$ cat config.mk
export PLATFORM = sky130hd
export DESIGN_NAME = lvwd_ctrl
export DESIGN_NICKNAME = d
export VERILOG_FILES = /design/src/hdl/lvwd_pkg.sv /design/src/hdl/lvwd_ctrl.sv
export SDC_FILE = /design/constraint.sdc
export NUM_CORES = 1
export LEC_CHECK = 0
export BUFFER_PORTS_ARGS = -buffer_cell sky130_fd_sc_hd__buf_4
export CAP_MARGIN = 5
export CORE_MARGIN = 4
export CORE_UTILIZATION = 36
export DETAILED_ROUTE_END_ITERATION = 8
export HOLD_SLACK_MARGIN = 0.15
export PLACE_DENSITY = 0.69
export RECOVER_POWER = 50
export SKIP_CTS_REPAIR_TIMING = 1
export SLEW_MARGIN = 20
export SYNTH_ARGS = -nofsm -noshare
export SYNTH_HDL_FRONTEND = slang
export SYNTH_SLANG_ARGS = --single-unit
$ cat constraint.sdc
create_clock -name clk_i -period 2.5 [get_ports clk_i]
set_input_delay 0.25 -clock clk_i [delete_from_list [all_inputs] [get_ports clk_i]]
set_output_delay 0.25 -clock clk_i [all_outputs]
set_load 0.005 [all_outputs]
$ cat src/hdl/lvwd_pkg.sv
// shared types, codes and constants of the lzw decoder
package lvwd_pkg;

  localparam int TableNodesDef  = 4096;
  localparam int MaxCodeBitsDef = 12;
  localparam int CodeW          = 12;
  localparam int StackDepth     = 4096;
  localparam int StackAw        = 12;
  localparam int CountW         = 13;

  localparam logic [1:0] OP_PUSH  = 2'd0;
  localparam logic [1:0] OP_PULL  = 2'd1;
  localparam logic [1:0] OP_STRIP = 2'd2;

  localparam logic [2:0] ST_OK      = 3'd0;
  localparam logic [2:0] ST_NEED    = 3'd1;
  localparam logic [2:0] ST_END     = 3'd2;
  localparam logic [2:0] ST_NOCLEAR = 3'd3;
  localparam logic [2:0] ST_PENDING = 3'd4;

  localparam logic [1:0] PH_EXPECT = 2'd0;
  localparam logic [1:0] PH_FIRST  = 2'd1;
  localparam logic [1:0] PH_NORMAL = 2'd2;
  localparam logic [1:0] PH_DONE   = 2'd3;

  localparam logic [CodeW-1:0] CODE_CLEAR = 12'd256;
  localparam logic [CodeW-1:0] CODE_END   = 12'd257;

  typedef struct packed {
    logic [1:0] op;
    logic [7:0] data_byte;
  } in_word_t;

  typedef struct packed {
    logic [7:0] out_byte;
    logic       out_valid;
    logic       bytes_pending;
    logic [2:0] status;
  } out_word_t;

  typedef struct packed {
    logic       load;
    logic       append;
    logic       take;
    logic       set_stat;
    logic [2:0] stat;
    logic       clear_tbl;
    logic       set_done;
    logic       first_lit;
    logic       walk_start;
    logic       walk_step;
    logic       finish;
    logic       pop_rd;
    logic       pop_data;
    logic       emit;
    logic       new_strip;
  } cmd_t;

  typedef struct packed {
    logic [1:0] op;
    logic       stk_empty;
    logic       done;
    logic       have_code;
    logic       ph_expect;
    logic       ph_first;
    logic       is_clear;
    logic       is_end;
    logic       walk_last;
    logic       out_free;
  } sts_t;

endpackage

$ cat src/hdl/lvwd_ctrl.sv
// controller state machine sequencing each word through the datapath
module lvwd_ctrl (
  input  logic           clk_i,
  input  logic           rst_ni,
  input  logic           in_valid_i,
  output logic           in_ready_o,
  input  lvwd_pkg::sts_t sts_i,
  output lvwd_pkg::cmd_t cmd_o
);
  import lvwd_pkg::*;

  localparam logic [3:0] S_IDLE  = 4'd0;
  localparam logic [3:0] S_DISP  = 4'd1;
  localparam logic [3:0] S_DEC   = 4'd2;
  localparam logic [3:0] S_CLS   = 4'd3;
  localparam logic [3:0] S_WRD   = 4'd4;
  localparam logic [3:0] S_WWR   = 4'd5;
  localparam logic [3:0] S_FIN   = 4'd6;
  localparam logic [3:0] S_AFTER = 4'd7;
  localparam logic [3:0] S_POP   = 4'd8;
  localparam logic [3:0] S_POPD  = 4'd9;
  localparam logic [3:0] S_RES   = 4'd10;

  logic [3:0] state_q, state_d;

  assign in_ready_o = (state_q == S_IDLE);

  always_comb begin
    state_d = state_q;
    cmd_o   = '0;
    unique case (state_q)
      S_IDLE: begin
        if (in_valid_i) begin
          cmd_o.load = 1'b1;
          state_d = S_DISP;
        end
      end
      S_DISP: begin
        state_d = S_RES;
        case (sts_i.op)
          OP_PUSH: begin
            if (!sts_i.stk_empty) begin
              cmd_o.set_stat = 1'b1;
              cmd_o.stat = ST_PENDING;
            end else if (sts_i.done) begin
              cmd_o.set_stat = 1'b1;
              cmd_o.stat = ST_END;
            end else begin
              cmd_o.append = 1'b1;
              state_d = S_DEC;
            end
          end
          OP_PULL: state_d = sts_i.stk_empty ? S_DEC : S_POP;
          OP_STRIP: cmd_o.new_strip = 1'b1;
          default: ;
        endcase
      end
      S_DEC: begin
        cmd_o.set_stat = 1'b1;
        state_d = S_AFTER;
        if (sts_i.done) begin
          cmd_o.stat = ST_END;
        end else if (!sts_i.have_code) begin
          cmd_o.stat = ST_NEED;
        end else begin
          cmd_o.stat = ST_OK;
          cmd_o.take = 1'b1;
          state_d = S_CLS;
        end
      end
      S_CLS: begin
        state_d = S_AFTER;
        if (sts_i.ph_expect) begin
          if (sts_i.is_clear) begin
            cmd_o.clear_tbl = 1'b1;
          end else begin
            cmd_o.set_stat = 1'b1;
            cmd_o.stat = ST_NOCLEAR;
          end
        end else if (sts_i.is_end) begin
          cmd_o.set_done = 1'b1;
          cmd_o.set_stat = 1'b1;
          cmd_o.stat = ST_END;
        end else if (sts_i.is_clear) begin
          cmd_o.clear_tbl = 1'b1;
        end else if (sts_i.ph_first) begin
          cmd_o.first_lit = 1'b1;
        end else begin
          cmd_o.walk_start = 1'b1;
          state_d = S_WRD;
        end
      end
      S_WRD: state_d = S_WWR;
      S_WWR: begin
        cmd_o.walk_step = 1'b1;
        state_d = sts_i.walk_last ? S_FIN : S_WRD;
      end
      S_FIN: begin
        cmd_o.finish = 1'b1;
        state_d = S_AFTER;
      end
      S_AFTER: state_d = (sts_i.op == OP_PULL && !sts_i.stk_empty) ? S_POP : S_RES;
      S_POP: begin
        cmd_o.pop_rd = 1'b1;
        state_d = S_POPD;
      end
      S_POPD: begin
        cmd_o.pop_data = 1'b1;
        state_d = S_RES;
      end
      S_RES: begin
        if (sts_i.out_free) begin
          cmd_o.emit = 1'b1;
          state_d = S_IDLE;
        end
      end
      default: state_d = S_IDLE;
    endcase
  end

  always_ff @(posedge clk_i or negedge rst_ni) begin
    if (!rst_ni) begin
      state_q <= S_IDLE;
    end else begin
      state_q <= state_d;
    end
  end
endmodule

==> run summary <==
CTS clk-pin slew, worst paths: 40 ps
Hold Slack: 340.2 ps
Hold Path Class: primary input to register
gr ovfl total: 0
Clock Root Buffer: clkbuf_4
startpoint types: register
f_max: 437.5 MHz
TritonCTS Sinks: 4
Synth cell types: 30
Slew @ Worst Pin: 677.0 ps
RSZ-0062 raised after global routing: no
Synth Area per Inst: 6.673 µm²
Via density: 5.320
Total Wirelength: 1.638 mm
vias in the first global route: 578
worst clock skew: 5.890 ps
Post-DP Area: 767.0 µm²
Largest regs: state_q x4
Slew Limit Fails: 0
TritonCTS Buffers: 3
setup ws final: 214.5 ps
antenna violations before repair: 0
first-pass GRT wire length: 2.622 mm
Slew headroom: 0.5487
# fillers: 142
DRC Markers: 0
DIE AREA: 2118 µm²
DP Wirelength: 1.286 mm
wire length per cell: 13.10 µm
fin area: 784.5 µm²
total negative slack: 0 ps
YS warnings: 0
max FFs per register: 4
critical path type: register to primary output
ANT nets after route: 0
detailed-router iteration count before antenna repair: 4
final setup fails: 0
Site Rows: 13
share of layout cells above drive strength 1: 0.3182
Peak VDD IR: 0.4593 mV
Core ar.: 1334 µm²
Final Hold Fails: 0
CP Capture Type: primary output
Post-Place Worst Slack: 497.0 ps
post-synthesis register bit count: 4
n_diodes: 0
H-tree levels: 1
Max Cap Viol: 0
leakage power: 0.3627 nW
crit path DAT: 2040 ps
status: finished clean
CTS tree: done
Reg with most FFs: state_q
minimum clock period: 2286 ps
Die Wd: 46.03 µm
die height: 46.03 µm
gpl congestion: 0.8019
vias: 665
post-synthesis cell count: 78
pwr/cell area: 916.5 nW/µm²
Critical Path RT: 2250 ps
initial drt markers: 8
final-stage net count: 126
area grow syn2layout: 50.72%
top-level I/O count: 32
Cell Area, Synth: 520.5 µm²
Initial Util: 0.3902
clk_lat worst skew: 240 ps
Clock Path Buffers: 2
largest net degree at the start of global routing: 18
I/O Buffers: 31
Seq/Total Area, Yosys: 0.1923
fin crit share: 0.9142
Core Util, Final: 0.5882
crit path max fanout: 13
FF-to-FF setup slack: 900 ps
total global-route track usage: 0.1750
post-synthesis net count: 92
## cell usage after synthesis (all sizes together)
library cell / instances / area, µm²
nor3: 3 / 15.01
o31ai: 2 / 15.01
o41ai: 1 / 8.760
dfrtp: 4 / 100.1
nor4b: 3 / 26.28
o221ai: 1 / 8.760
nor2b: 4 / 25.02
o21ai: 2 / 10.01
a211o: 1 / 8.760
or3b: 1 / 8.760
clkbuf: 5 / 20.01
and3: 3 / 18.77
nand2: 7 / 26.28
o21a: 1 / 7.510
nand2b: 7 / 43.79
a311oi: 1 / 8.760
nor2: 13 / 48.80
nand4bb: 1 / 11.26
inv: 2 / 7.510
a21o: 1 / 7.510
a31oi: 1 / 6.260
a2bb2oi: 1 / 8.760
nor4: 1 / 6.260
buf: 1 / 7.510
or4: 1 / 11.26
o22ai: 2 / 12.51
a21oi: 6 / 30.03
nand3: 1 / 5.000
or2: 1 / 6.260
## critical path, stage by stage (launching register included)
cell and delay (ps):
dfrtp_1 480, or2_0 380, or4_4 540, a2bb2oi_1 160, nor2_1 110, buf_4 120
## kinds of logic after synthesis
group | after synthesis | synth area share
compound gates | 20 | 0.2548
buf+inv | 8 | 0.06730
flops | 4 | 0.1923
simple gates | 46 | 0.4856
## report_power, final
group	total, mW	leakage, nW	internal (mW)	switching, mW
combinational	0.507	0.300	0.219	0.288
clock	0.0848	0.0138	0.0540	0.0308
sequential	0.127	0.0485	0.0986	0.0285
total	0.719	0.363	0.372	0.347
## layout by cell type (no fill, tap or decap)
cell           synthesis  routed
a211o_1                1       1
a21o_1                 1       1
a21oi_1                6       6
a2bb2oi_1              1       1
a311oi_1               1       1
a31oi_1                1       1
and3_1                 3       3
buf_4                  1      27
clkbuf_1               4       4
clkbuf_4               0       6
dfrtp_1                4       4
dlygate4sd3_1          0       1
inv_1                  2       2
nand2_1                7       7
nand2b_1               7       7
nand3_1                1       1
nand4bb_1              1       1
nor2_1                13      13
nor2b_1                4       4
nor3_1                 3       3
nor4_1                 1       1
nor4b_1                3       3
o21a_1                 1       1
o21ai_0                2       2
o221ai_1               1       1
o22ai_1                2       2
o31ai_1                2       2
o41ai_1                1       1
or2_0                  1       1
or3b_2                 1       1
or4_4                  1       1
## area by class of cell
class | count | area, µm² | area share
sequential | 4 | 100.1 | 0.1276
inverter | 2 | 7.507 | 0.009569
multi-input combinational | 66 | 385.4 | 0.4912
timing repair buffer | 35 | 250.2 | 0.3190
tap | 15 | 18.77 | 0.02392
clock buffer | 3 | 22.52 | 0.02871
## path summary, 6_finish.rpt
path / start / endpoint / cells past startpoint
max: state_q[3]$_DFFE_PN0P_ / cmd_o[13] / 5
min: sts_i[1] / state_q[1]$_DFFE_PN0P_ / 3
max reg2reg: state_q[0]$_DFFE_PN0P_ / state_q[2]$_DFFE_PN0P_ / 4
min reg2reg: state_q[3]$_DFFE_PN0P_ / state_q[2]$_DFFE_PN0P_ / 1
max in group asynchronous: rst_ni / state_q[0]$_DFFE_PN0P_ / 2
min in group asynchronous: rst_ni / state_q[3]$_DFFE_PN0P_ / 2
## metrics by stage
step / cells / total power [mW]
3_3_place_gp: 121 / 0.6518
5_1_grt: 125 / 0.7949
6_report: 125 / 0.7190
3_5_place_dp: 121 / 0.6532
4_1_cts: 124 / 0.7412
2_1_floorplan: 78 / 0.4784
## routing by layer
layer	track usage	up-vias	wire length, µm
met5	0	-	0
met4	0.1193	0	44
met3	0.03162	4	127
met2	0.2445	24	746
met1	0.2378	291	720
li1	-	346	-
No activity file was read; power rests on OpenSTA's default activity.
